===== src/sv/nrn_pkg.sv =====
package nrn_pkg;

  localparam int MAX_DIM_DEF  = 512;
  localparam int OUT_SIZE_DEF = 336;

  localparam int COORD_W   = 9;
  localparam int CFG_W     = 10;
  localparam int CFG_IDX_W = 1;
  localparam int CH_W      = 8;
  localparam int PIX_W     = 3 * CH_W;
  localparam int NORM_W    = 16;

  localparam logic [CFG_IDX_W-1:0] REG_SRC_WIDTH  = 1'd0;
  localparam logic [CFG_IDX_W-1:0] REG_SRC_HEIGHT = 1'd1;

  // means and deviations in thousandths
  localparam longint MEAN_R = 485;
  localparam longint MEAN_G = 456;
  localparam longint MEAN_B = 406;
  localparam longint DEN_R  = 255 * 229;
  localparam longint DEN_G  = 255 * 224;
  localparam longint DEN_B  = 255 * 225;
  localparam longint Q_MAX  = 32767;
  localparam longint Q_MIN  = -32768;

  typedef enum logic [1:0] {
    CH_RED,
    CH_GREEN,
    CH_BLUE
  } chan_t;

  typedef logic [NORM_W-1:0] norm_tab_t [0:255];

  typedef struct packed {
    logic              op;
    logic              first;
    logic [CH_W-1:0]   red_in;
    logic [CH_W-1:0]   green_in;
    logic [CH_W-1:0]   blue_in;
    logic [COORD_W-1:0] out_col;
    logic [COORD_W-1:0] out_row;
  } in_word_t;

  typedef struct packed {
    logic signed [NORM_W-1:0] norm_red;
    logic signed [NORM_W-1:0] norm_green;
    logic signed [NORM_W-1:0] norm_blue;
    logic                     source_present;
  } out_word_t;

  // round(4096 * (v/255 - mean) / dev), ties away from zero, saturated
  function automatic norm_tab_t build_norm(input chan_t ch);
    norm_tab_t tab;
    longint    num;
    longint    q;
    int        v;
    for (v = 0; v < 256; v++) begin
      unique case (ch)
        CH_RED: begin
          num = 4096 * (longint'(v) * 1000 - 255 * MEAN_R);
          if (num >= 0) q = (num + DEN_R / 2) / DEN_R;
          else q = -((-num + DEN_R / 2) / DEN_R);
        end
        CH_GREEN: begin
          num = 4096 * (longint'(v) * 1000 - 255 * MEAN_G);
          if (num >= 0) q = (num + DEN_G / 2) / DEN_G;
          else q = -((-num + DEN_G / 2) / DEN_G);
        end
        CH_BLUE: begin
          num = 4096 * (longint'(v) * 1000 - 255 * MEAN_B);
          if (num >= 0) q = (num + DEN_B / 2) / DEN_B;
          else q = -((-num + DEN_B / 2) / DEN_B);
        end
        default: begin
          num = 0;
          q   = 0;
        end
      endcase
      if (q > Q_MAX) q = Q_MAX;
      if (q < Q_MIN) q = Q_MIN;
      tab[v] = NORM_W'(q);
    end
    return tab;
  endfunction

  localparam norm_tab_t NORM_RED   = build_norm(CH_RED);
  localparam norm_tab_t NORM_GREEN = build_norm(CH_GREEN);
  localparam norm_tab_t NORM_BLUE  = build_norm(CH_BLUE);

endpackage


===== src/sv/nrn_map.sv =====
module nrn_map
  import nrn_pkg::*;
#(
  parameter int MAX_DIM  = MAX_DIM_DEF,
  parameter int OUT_SIZE = OUT_SIZE_DEF,
  localparam int SW = $clog2(MAX_DIM + 1),
  localparam int XW = (MAX_DIM > 1) ? $clog2(MAX_DIM) : 1
) (
  input  logic               clk,
  input  logic               rst,
  input  logic               in_valid,
  input  logic [COORD_W-1:0] coord,
  input  logic [SW-1:0]      size,
  output logic               out_valid,
  output logic [XW-1:0]      near
);

  localparam int PW = COORD_W + SW;
  localparam int OW = $clog2(OUT_SIZE + 1);
  localparam logic [PW:0] RECIP = (PW + 1)'((2 ** PW) / OUT_SIZE);

  logic [3:0]        vld;
  logic [PW-1:0]     prod;
  logic [PW-1:0]     prod2;
  logic [PW-1:0]     est;
  logic [PW-1:0]     quot;
  logic [2*PW:0]     m1;
  logic [PW+OW-1:0]  m2;
  logic [PW+OW-1:0]  rem;
  logic [SW-1:0]     lim;
  logic [SW-1:0]     sel;

  // reciprocal estimate is low by at most one; fix it with one compare
  assign m1  = prod * RECIP;
  assign m2  = est * OW'(OUT_SIZE);
  assign rem = (PW + OW)'(prod2) - m2;
  assign lim = size - SW'(1);

  always_ff @(posedge clk) begin
    if (rst) begin
      vld <= '0;
    end else begin
      vld <= {vld[2:0], in_valid};
    end
    prod  <= PW'(coord * size);
    est   <= m1[2*PW-1:PW];
    prod2 <= prod;
    quot  <= est + PW'(rem >= (PW + OW)'(OUT_SIZE));
    sel   <= (quot > PW'(lim)) ? lim : SW'(quot);
  end

  assign out_valid = vld[3];
  assign near      = sel[XW-1:0];

endmodule


===== config.mk =====
export PLATFORM = sky130hd
export DESIGN_NAME = nrn_map
export DESIGN_NICKNAME = d
export VERILOG_FILES = /design/src/sv/nrn_pkg.sv /design/src/sv/nrn_map.sv
export SDC_FILE = /design/constraint.sdc
export NUM_CORES = 1
export LEC_CHECK = 0
export ABC_AREA = 1
export BUFFER_PORTS_ARGS = -buffer_cell sky130_fd_sc_hd__buf_2
export CAP_MARGIN = 5
export CORE_ASPECT_RATIO = 1.2
export CORE_MARGIN = 2
export CORE_UTILIZATION = 60
export CTS_BUF_LIST = sky130_fd_sc_hd__clkbuf_2
export CTS_CLUSTER_SIZE = 24
export DETAILED_ROUTE_END_ITERATION = 16
export HOLD_SLACK_MARGIN = 0.06
export MAX_ROUTING_LAYER = met4
export PLACE_DENSITY = 0.81
export SLEW_MARGIN = 20
export SYNTH_ARGS = -nofsm -noshare
export SYNTH_HDL_FRONTEND = slang
export SYNTH_SLANG_ARGS = --single-unit

===== constraint.sdc =====
create_clock -name clk -period 4.3 [get_ports clk]
set_input_delay 0.86 -clock clk [delete_from_list [all_inputs] [get_ports clk]]
set_output_delay 0.86 -clock clk [all_outputs]
set_load 0.02 [all_outputs]

==> impl_metrics.toml, run 1 <==
[cts]
cts_buffer_depth = 2
path_clk_slew_ns = 0.26
cts_sinks = 70
tritoncts = "done"
h-tree-depth = 3
clock_latency_ns = 0.55
cts_root_buf = "clkbuf_2"
cts_made_buffers = 9

[drt]
drtIter0Drc = 785
remaining_drc_errors = 0
drt-total-wl_microns = 28800
drt-pass1-iter-count = 10
vias_per_cell = 5.63
routedWlPerCell_microns = 18.1
antenna_left = 0
num_vias = 8971

[global_route]
met2_usage_pct = 57.4
grt_use_total_pct = 32.5
antenna_found_initial = 1
grt_max_degree = 19
grt_use_met3_pct = 4.65
grt_pass1_wl_microns = 42300
use_met1_pct = 33.6
top_usage_layer = "met2"
grt_overflow = 0
grt_pass1_vias = 9316

[sta]
rsz0062_at_grt = "true"
worst_slack_ns = -0.766
max_slew_margin_pct = 61.8
fin_skew_ns = 0.0551
finalSetupViolations = 13
hold_violations = 0
worstMarginPinSlew_ns = 0.569
maxSlewViolCount = 0
min_period_ns = 5.07
fin_crit_sh_pct = 118
fmax_mhz = 197

[flow_run]
cap_violations = 0

[setup_path]
path_class = "flop to flop"
worstPathRequired_ns = 4.79
cpPeakStageDelay_ns = 0.52
ff2ff_path_depth = 31
r2r_start = "est[4]$_DFF_P_"
end_kind = "flop"
slowest_stage = "fa_1"
crit_family = "simple AND/OR/NAND/NOR gates"
crit_top_cell = "ha_4"
cp_max_fo = 5
critPathBufInv = 5
worstSetupPathDepth = 31
r2r-end = "quot[9]$_DFF_P_"
cp.arrival_ns = 5.55
r2r_slack_ns = -0.77
cp-startpoint = "est[4]$_DFF_P_"
start_kind = "flop"
cp-endpoint = "quot[9]$_DFF_P_"

[logic_synthesis]
synth_edf_count = 0
synth_top_area_share_pct = 23.8
synth.largest_area_cell = "ha_1"
ys.flop_type = "dfxtp_1"
synth.net_count = 1512
synth_area_sq_um = 9400
syn_inst = 1224
yosysSeqAreaShare_pct = 14.9
async_flop_share_pct = 0
yosys_warnings = 0
ys_types = 41
synth_area_leaders = "ha_1 24%, fa_1 19%, dfxtp_1 15%"
synth_seq_cells = 70
synth.avg_cell_area_sq_um = 7.68
yosysMostFrequentCell = "nand2_1"
synthTopCellsByCount = "280 x nand2_1, 271 x inv_1, 179 x ha_1"

[die]
die_area_sq_um = 16700
rows = 50
dieHeight_microns = 141
initial_core_util_pct = 60.9
die_w_microns = 118
ios = 32
core_area_sq_um = 15500

[placement]
dp_cells = 1559
dp_slack_ns = -0.508
hpwlAfterDp_microns = 19400
portBuffers = 31
routabilityCongestion = 0.928

[run_status]
violations = "setup timing"
outcome = "finished with violations"

[worst_hold_path]
hp-class = "flop to flop"

[layout]
nFillCells = 996
register_area_sq_um = 1420
stdcell_count = 1594
areaGrowthSynthToFinish_pct = 22.5
drive_gt1_share_pct = 21.4
final_nets = 1669
multi_input_area_sq_um = 7440
flip-flops by register name, summed over array words and instances, names as in the netlist:
name   flops
est       11
prod      19
prod2     15
quot      12
sel        9
vld        4
metrics by stage:
step / util, % / cell area, sq um / hold slack (ns) / setup TNS, ns
final: 74.5 / 11500 / 0.374 / -7.57
after CTS: 72.9 / 11300 / 0.355 / -2.93
after global routing: 74.5 / 11500 / 0.395 / -10.89
after detailed placement: 69.9 / 10800 / 0.381 / -5.12
after floorplan: - / 9610 / 0.359 / -0.199
after global placement: 69.9 / 10800 / 0.371 / -3.57
layout make-up:
| type | instances | area share [%] |
|---|---|---|
| Clock inverter | 6 | 0.967 |
| Multi-Input combinational cell | 861 | 64.6 |
| Tap cell | 208 | 2.26 |
| Timing Repair Buffer | 166 | 10.5 |
| Antenna cell | 1 | 0.0217 |
| Sequential cell | 70 | 12.4 |
| Clock buffer | 9 | 0.391 |
| Inverter | 273 | 8.92 |
cell families (layout without fill, tap and decap cells):
logic type	count (synthesis)	count (layout)	share of synthesized area (%)
and+or+nand+nor	437	437	19.7
DFF	70	70	14.9
xor gates and xnor gates	50	50	4.66
buffers and inverters	293	454	11.8
other	0	1	0
AOI/OAI and AO/OA	108	108	6.68
adders and majority gates	266	266	42.3
timing repair:
| action | in CTS | in global routing |
|---|---|---|
| hold buffers | 0 | 0 |
| gates resized for setup | 49 | 39 |
| setup buffers | 12 | 10 |
| setup endpoints to repair | 11 | 12 |
| pin swaps | 33 | 38 |
| gates cloned | 0 | 0 |
routing by layer:
layer | up-vias | wire length [microns]
li1 | 4116 | -
met1 | 4216 | 10200
met2 | 449 | 14400
met3 | 190 | 1870
met4 | 0 | 2400
met5 | - | 0
how the worst min path moves through the flow:
| stage | cells after the start | from | slack (ns) | end |
|---|---|---|---|---|
| after floorplan | 0 | prod[10]$_DFF_P_ | 0.36 | prod2[10]$_DFF_P_ |
| after global placement | 0 | prod[8]$_DFF_P_ | 0.37 | prod2[8]$_DFF_P_ |
| after detailed placement | 0 | prod[9]$_DFF_P_ | 0.38 | prod2[9]$_DFF_P_ |
| after CTS | 0 | prod[9]$_DFF_P_ | 0.35 | prod2[9]$_DFF_P_ |
| after global routing | 0 | prod[9]$_DFF_P_ | 0.39 | prod2[9]$_DFF_P_ |
| final | 0 | prod[9]$_DFF_P_ | 0.37 | prod2[9]$_DFF_P_ |
cell usage in the layout, fill, tap and decap left out, drive strengths merged:
master and count:
nand2b 1, a21boi 2, nor4 3, dfxtp 70
a21o 7, o31ai 2, xor2 40, and2 1
diode 1, ha 179, a211oi 2, nor3 12
o21ai 30, a31oi 4, nand2 290, o2111ai 1
nand4 8, o21bai 4, xnor2 10, clkinvlp 1
clkinv 3, a21oi 53, bufinv 3, buf 166
nor2 63, clkbuf 9, o211a 1, inv 272
nand3b 2, and3 2, fa 87, nand3 55
o211ai 2
Power of run 1 is left out: the tool's default activity adds up to more than one toggle a clock period on the data nets, which glitch-free logic cannot reach.
==> run 2: changes to the inputs <==
--- a/config.mk
+++ b/config.mk
@@ -10,13 +10,12 @@
 export CAP_MARGIN = 5
 export CORE_ASPECT_RATIO = 1.2
 export CORE_MARGIN = 2
-export CORE_UTILIZATION = 60
-export CTS_BUF_LIST = sky130_fd_sc_hd__clkbuf_2
+export CORE_UTILIZATION = 65
 export CTS_CLUSTER_SIZE = 24
 export DETAILED_ROUTE_END_ITERATION = 16
 export HOLD_SLACK_MARGIN = 0.06
 export MAX_ROUTING_LAYER = met4
-export PLACE_DENSITY = 0.81
+export PLACE_DENSITY = 0.83
 export SLEW_MARGIN = 20
 export SYNTH_ARGS = -nofsm -noshare
 export SYNTH_HDL_FRONTEND = slang
==> constraint.sdc (replaced) <==
create_clock -name clk -period 5.3 [get_ports clk]
set_input_delay 1.06 -clock clk [delete_from_list [all_inputs] [get_ports clk]]
set_output_delay 1.06 -clock clk [all_outputs]
set_load 0.02 [all_outputs]
==> run 2 against run 1 <==
Effect of this change: the flow now finishes without violations; fmax shrank 0.39%; via count shrank 11%; highest routed layer unchanged; largest cell class unchanged; die area shrank 7.5%; critical endpoint is now quot[10]$_DFF_P_; final cell count shrank 10%; critical path type unchanged; cell area shrank 12%; wire length shrank 20%; setup slack gained 0.98 ns; sequential share of layout area grew 1.5 points; core utilization shrank 3.3 points; non-clock buffer count shrank 130; flip-flop and latch count is the same.
==> impl_metrics.toml, run 2 (synthesis results as in run 1) <==
[cts]
clock_latency_ns = 0.33
cts_made_buffers = 9
cts_buffer_depth = 2
path_clk_slew_ns = 0.06
h-tree-depth = 3
cts_sinks = 70
tritoncts = "done"
cts_hold_buf = 0
cts_root_buf = "clkbuf_16"

[global_route]
grt_overflow = 0
grt_pass1_vias = 8060
antenna_found_initial = 0
grt_pass1_wl_microns = 36600
grt_max_degree = 19
grt_use_total_pct = 30.9

[layout]
layout_commonest_cell = "nand2_1"
areaGrowthSynthToFinish_pct = 8.33
design_area_sq_um = 10200
multi_input_area_sq_um = 7060
final_nets = 1539
register_area_sq_um = 1410
nFillCells = 1079
stdcell_count = 1431
drive_gt1_share_pct = 9.24
final_cell_mix = "277 x nand2_1, 271 x inv_1, 171 x ha_1"
num_antenna_cells = 0
largest_reg_flops = 19
reg.largest.list = "prod (19), prod2 (15), quot (12)"
regMostFlops = "prod"

[drt]
antenna_left = 0
num_vias = 7952
routedWlPerCell_microns = 16.0
vias_per_cell = 5.56
drtIter0Drc = 494
remaining_drc_errors = 0
wl_met3_microns = 898
dr_wl_met2_microns = 12000
drt-total-wl_microns = 22900
drt-pass1-iter-count = 8
wl_met1_microns = 8740
dr.max_layer_used = "met4"

[placement]
dp_cells = 1411
hpwlAfterDp_microns = 18600
dpl-instance-area_sq_um = 9700
portBuffers = 31
dp_slack_ns = -0.0852
routabilityCongestion = 0.935

[worst_hold_path]
hp-class = "flop to flop"
min_to = "prod2[9]$_DFF_P_"
min_path_cells = 0
min_from = "prod[9]$_DFF_P_"

[flow_run]
cap_violations = 0

[die]
dieHeight_microns = 136
core_area_sq_um = 14300
rows = 48
die_w_microns = 114
ios = 32
die_area_sq_um = 15400
initial_core_util_pct = 65.8

[sta]
worstMarginPinSlew_ns = 0.405
hold_violations = 0
fin_crit_sh_pct = 96.0
min_period_ns = 5.09
fin_skew_ns = 0.00940
maxSlewViolCount = 0
finalSetupViolations = 0
worst_slack_ns = 0.215
max_slew_margin_pct = 72.8
fmax_mhz = 197

[setup_path]
worstPathRequired_ns = 5.52
r2r-end = "quot[10]$_DFF_P_"
r2r_slack_ns = 0.21
path_class = "flop to flop"
end_kind = "flop"
r2r_start = "est[2]$_DFF_P_"
start_kind = "flop"
cp_max_fo = 5
cp.arrival_ns = 5.30
ff2ff_path_depth = 27

[run_status]
outcome = "completed"
-- run 2: cell count changes in the layout (fill, tap and decap cells not counted), moves of 7 or more --
cell,delta
clkbuf_16,+9
ha_4,-15
nand2_1,+10
inv_1,+7
buf_4,-123
clkbuf_2,-9
ha_1,+13
-- run 2: per-layer routing --
metal | vias to the layer above | GRT usage [%]
li1 | 3850 | -
met1 | 3780 | 33.9
met2 | 219 | 55.0
met3 | 103 | 3.58
met4 | 0 | 15.7
met5 | - | -
-- run 2: how the worst max path moves through the flow --
stage                              start               end  cells past startpoint
after floorplan           est[5]$_DFF_P_  quot[10]$_DFF_P_                     29
after global placement    est[5]$_DFF_P_  quot[10]$_DFF_P_                     29
after detailed placement  est[5]$_DFF_P_  quot[10]$_DFF_P_                     29
after CTS                 est[3]$_DFF_P_  quot[10]$_DFF_P_                     31
after global routing      est[5]$_DFF_P_  quot[10]$_DFF_P_                     31
final                     est[2]$_DFF_P_  quot[10]$_DFF_P_                     27
-- run 2: area by class of cell --
type / instances / area share, %
multi-input cells: 861 / 69.3
flip-flops and latches: 70 / 13.9
inverters: 273 / 10.1
clock buffers: 10 / 2.35
well taps: 175 / 2.15
repair buffers: 36 / 1.89
clock inverters: 6 / 0.442
-- run 2: repair_timing --
item	4_1_cts	5_1_grt
resized for setup	5	40
pin swaps	1	6
setup endpoints to repair	2	6
buffers inserted	2	2
-- run 2: worst max-delay path: stages, from the launching register on --
cell and delay (ns):
dfxtp_2 0.35, ha_1 0.31, ha_1 0.33, xor2_1 0.16, ha_1 0.30, ha_1 0.38, nand2_1 0.12, o21ai_4 0.21
a21oi_2 0.09, buf_4 0.14, xor2_1 0.15, ha_1 0.36, nand2_1 0.14, nor2_1 0.18, nand3_1 0.12, nand3_1 0.08
nand2_1 0.05, nand3_1 0.08, nor2_1 0.05, nand4_1 0.15, ha_2 0.21, ha_1 0.20, nand3_2 0.14, nor2_4 0.12
nand2_2 0.10, nor3_4 0.16, nand3_1 0.11, xor2_1 0.16
-- run 2: through the flow --
step	TNS, ns	hold WS (ns)	util (%)
5_1_grt	-0.0865	0.403	71.3
3_5_place_dp	-0.0852	0.383	67.9
6_report	0	0.394	71.3
2_1_floorplan	0	0.359	-
3_3_place_gp	0	0.379	67.9
4_1_cts	0	0.393	70.1
Power of run 2 is left out for the same reason.
==> run 3: changes to the inputs <==
--- a/config.mk
+++ b/config.mk
@@ -14,7 +14,6 @@
 export CTS_CLUSTER_SIZE = 24
 export DETAILED_ROUTE_END_ITERATION = 16
 export HOLD_SLACK_MARGIN = 0.06
-export MAX_ROUTING_LAYER = met4
 export PLACE_DENSITY = 0.83
 export SLEW_MARGIN = 20
 export SYNTH_ARGS = -nofsm -noshare
==> run 3 against run 2 <==
Effect of this change: critical path depth grew 4; die area unchanged; fmax is 3.8% lower; flip-flop and latch count unchanged; core utilization decreased by 0.25 points; first-iteration DRC count fell by 16%; register-to-register slack worse by 0.20 ns; clock skew fell by 0.0025 ns; setup slack worse by 0.20 ns; largest cell class unchanged.
==> impl_metrics.toml, run 3 (synthesis results as in run 1) <==
[sta]
fmax_mhz = 189
worst_slack_ns = 0.0116
finalSetupViolations = 0
worstMarginPinSlew_ns = 0.466
hold_violations = 0
max_slew_margin_pct = 68.7
fin_skew_ns = 0.00685
maxSlewViolCount = 0
fin_crit_sh_pct = 99.8
min_period_ns = 5.29

[drt]
num_vias = 7946
drtIter0Drc = 417
antenna_left = 0
drt-total-wl_microns = 22700
remaining_drc_errors = 0
drt-pass1-iter-count = 5
vias_per_cell = 5.55
routedWlPerCell_microns = 15.9

[cts]
clock_latency_ns = 0.33
tritoncts = "done"
cts_made_buffers = 9
path_clk_slew_ns = 0.06
cts_hold_buf = 0
cts_buffer_depth = 2
cts_root_buf = "clkbuf_16"
h-tree-depth = 3
cts_sinks = 70

[setup_path]
cp_max_fo = 5
ff2ff_path_depth = 31
r2r-end = "quot[10]$_DFF_P_"
cp.arrival_ns = 5.50
end_kind = "flop"
cp-startpoint = "est[3]$_DFF_P_"
r2r_start = "est[3]$_DFF_P_"
start_kind = "flop"
worstPathRequired_ns = 5.51
slowest_stage = "fa_1"
r2r_slack_ns = 0.01
path_class = "flop to flop"
crit_top_cell = "nand2_1"
cpPeakStageDelay_ns = 0.49

[global_route]
grt_pass1_vias = 8054
grt_use_total_pct = 29.7
met2_usage_pct = 54.1
use_met1_pct = 34.2
grt_max_degree = 19
grt_use_met3_pct = 3.49
top_usage_layer = "met2"
grt_pass1_wl_microns = 36500
grt_overflow = 0
antenna_found_initial = 0

[die]
rows = 48
initial_core_util_pct = 65.8
ios = 32
die_area_sq_um = 15400
die_w_microns = 114
dieHeight_microns = 136
core_area_sq_um = 14300

[layout]
final_core_util_pct = 71.0
nFillCells = 1052
areaGrowthSynthToFinish_pct = 7.96
final_cell_mix = "279 x nand2_1, 271 x inv_1, 173 x ha_1"
largest_reg_flops = 19
layout_commonest_cell = "nand2_1"
reg.largest.list = "prod (19), prod2 (15), quot (12)"
regMostFlops = "prod"
drive_gt1_share_pct = 8.59
num_antenna_cells = 0
final_nets = 1540

[worst_hold_path]
hp-class = "flop to flop"
min_from = "prod[9]$_DFF_P_"
min_to = "prod2[9]$_DFF_P_"
min_path_cells = 0

[run_status]
outcome = "completed"

[flow_run]
cap_violations = 0

[placement]
portBuffers = 31
routabilityCongestion = 0.914
hpwlAfterDp_microns = 18400
dp_slack_ns = -0.0376
==> run 3: timing repair <==
item / in CTS / in global routing
buffers inserted: 0 / 5
resized for setup: 1 / 30
cloned: 0 / 0
hold endpoints to repair: 0 / 0
endpoints found under the setup margin: 1 / 6
pin swaps: 0 / 7
==> run 3: worst max path at each step <==
stage / cells past startpoint / endpoint
after floorplan: 29 / quot[10]$_DFF_P_
after global placement: 29 / quot[10]$_DFF_P_
after detailed placement: 29 / quot[10]$_DFF_P_
after CTS: 29 / quot[10]$_DFF_P_
after global routing: 27 / quot[10]$_DFF_P_
final: 31 / quot[10]$_DFF_P_
==> run 3: critical path: cells and delay by family (launching register included) <==
family,cells,cell delay (ns)
DFF,1,0.35
buffers and inverters,3,0.14
AOI/OAI and AO/OA,5,0.70
xor gates and xnor gates,2,0.32
adders and majority gates,7,2.26
and+or+nand+nor,14,1.37
==> run 3: routing by layer <==
metal  share of wire [%]  up-vias
met1                  38     3730
met2                  52      261
li1                    -     3867
met5                   0        -
met3                 3.9       88
met4                 5.3        0
==> run 3: layout make-up <==
cell class | instances | area [sq um] | share of cell area [%]
multi-input cells | 861 | 6990 | 68.9
flip-flops and latches | 70 | 1410 | 13.9
inverters | 273 | 1020 | 10.1
clock buffers | 9 | 225 | 2.22
well taps | 175 | 219 | 2.16
repair buffers | 37 | 200 | 1.97
clock inverters | 7 | 80.1 | 0.789
==> run 3: per-stage QoR <==
stage	hold WS, ns	instances	TNS, ns	cell area (sq um)
after floorplan	0.359	1224	0	9400
after global placement	0.375	1411	0	9700
after detailed placement	0.375	1411	-0.0376	9700
after CTS	0.384	1427	0	10000
after global routing	0.404	1432	-0.296	10200
final	0.389	1432	0	10200
Power of run 3 is left out for the same reason.
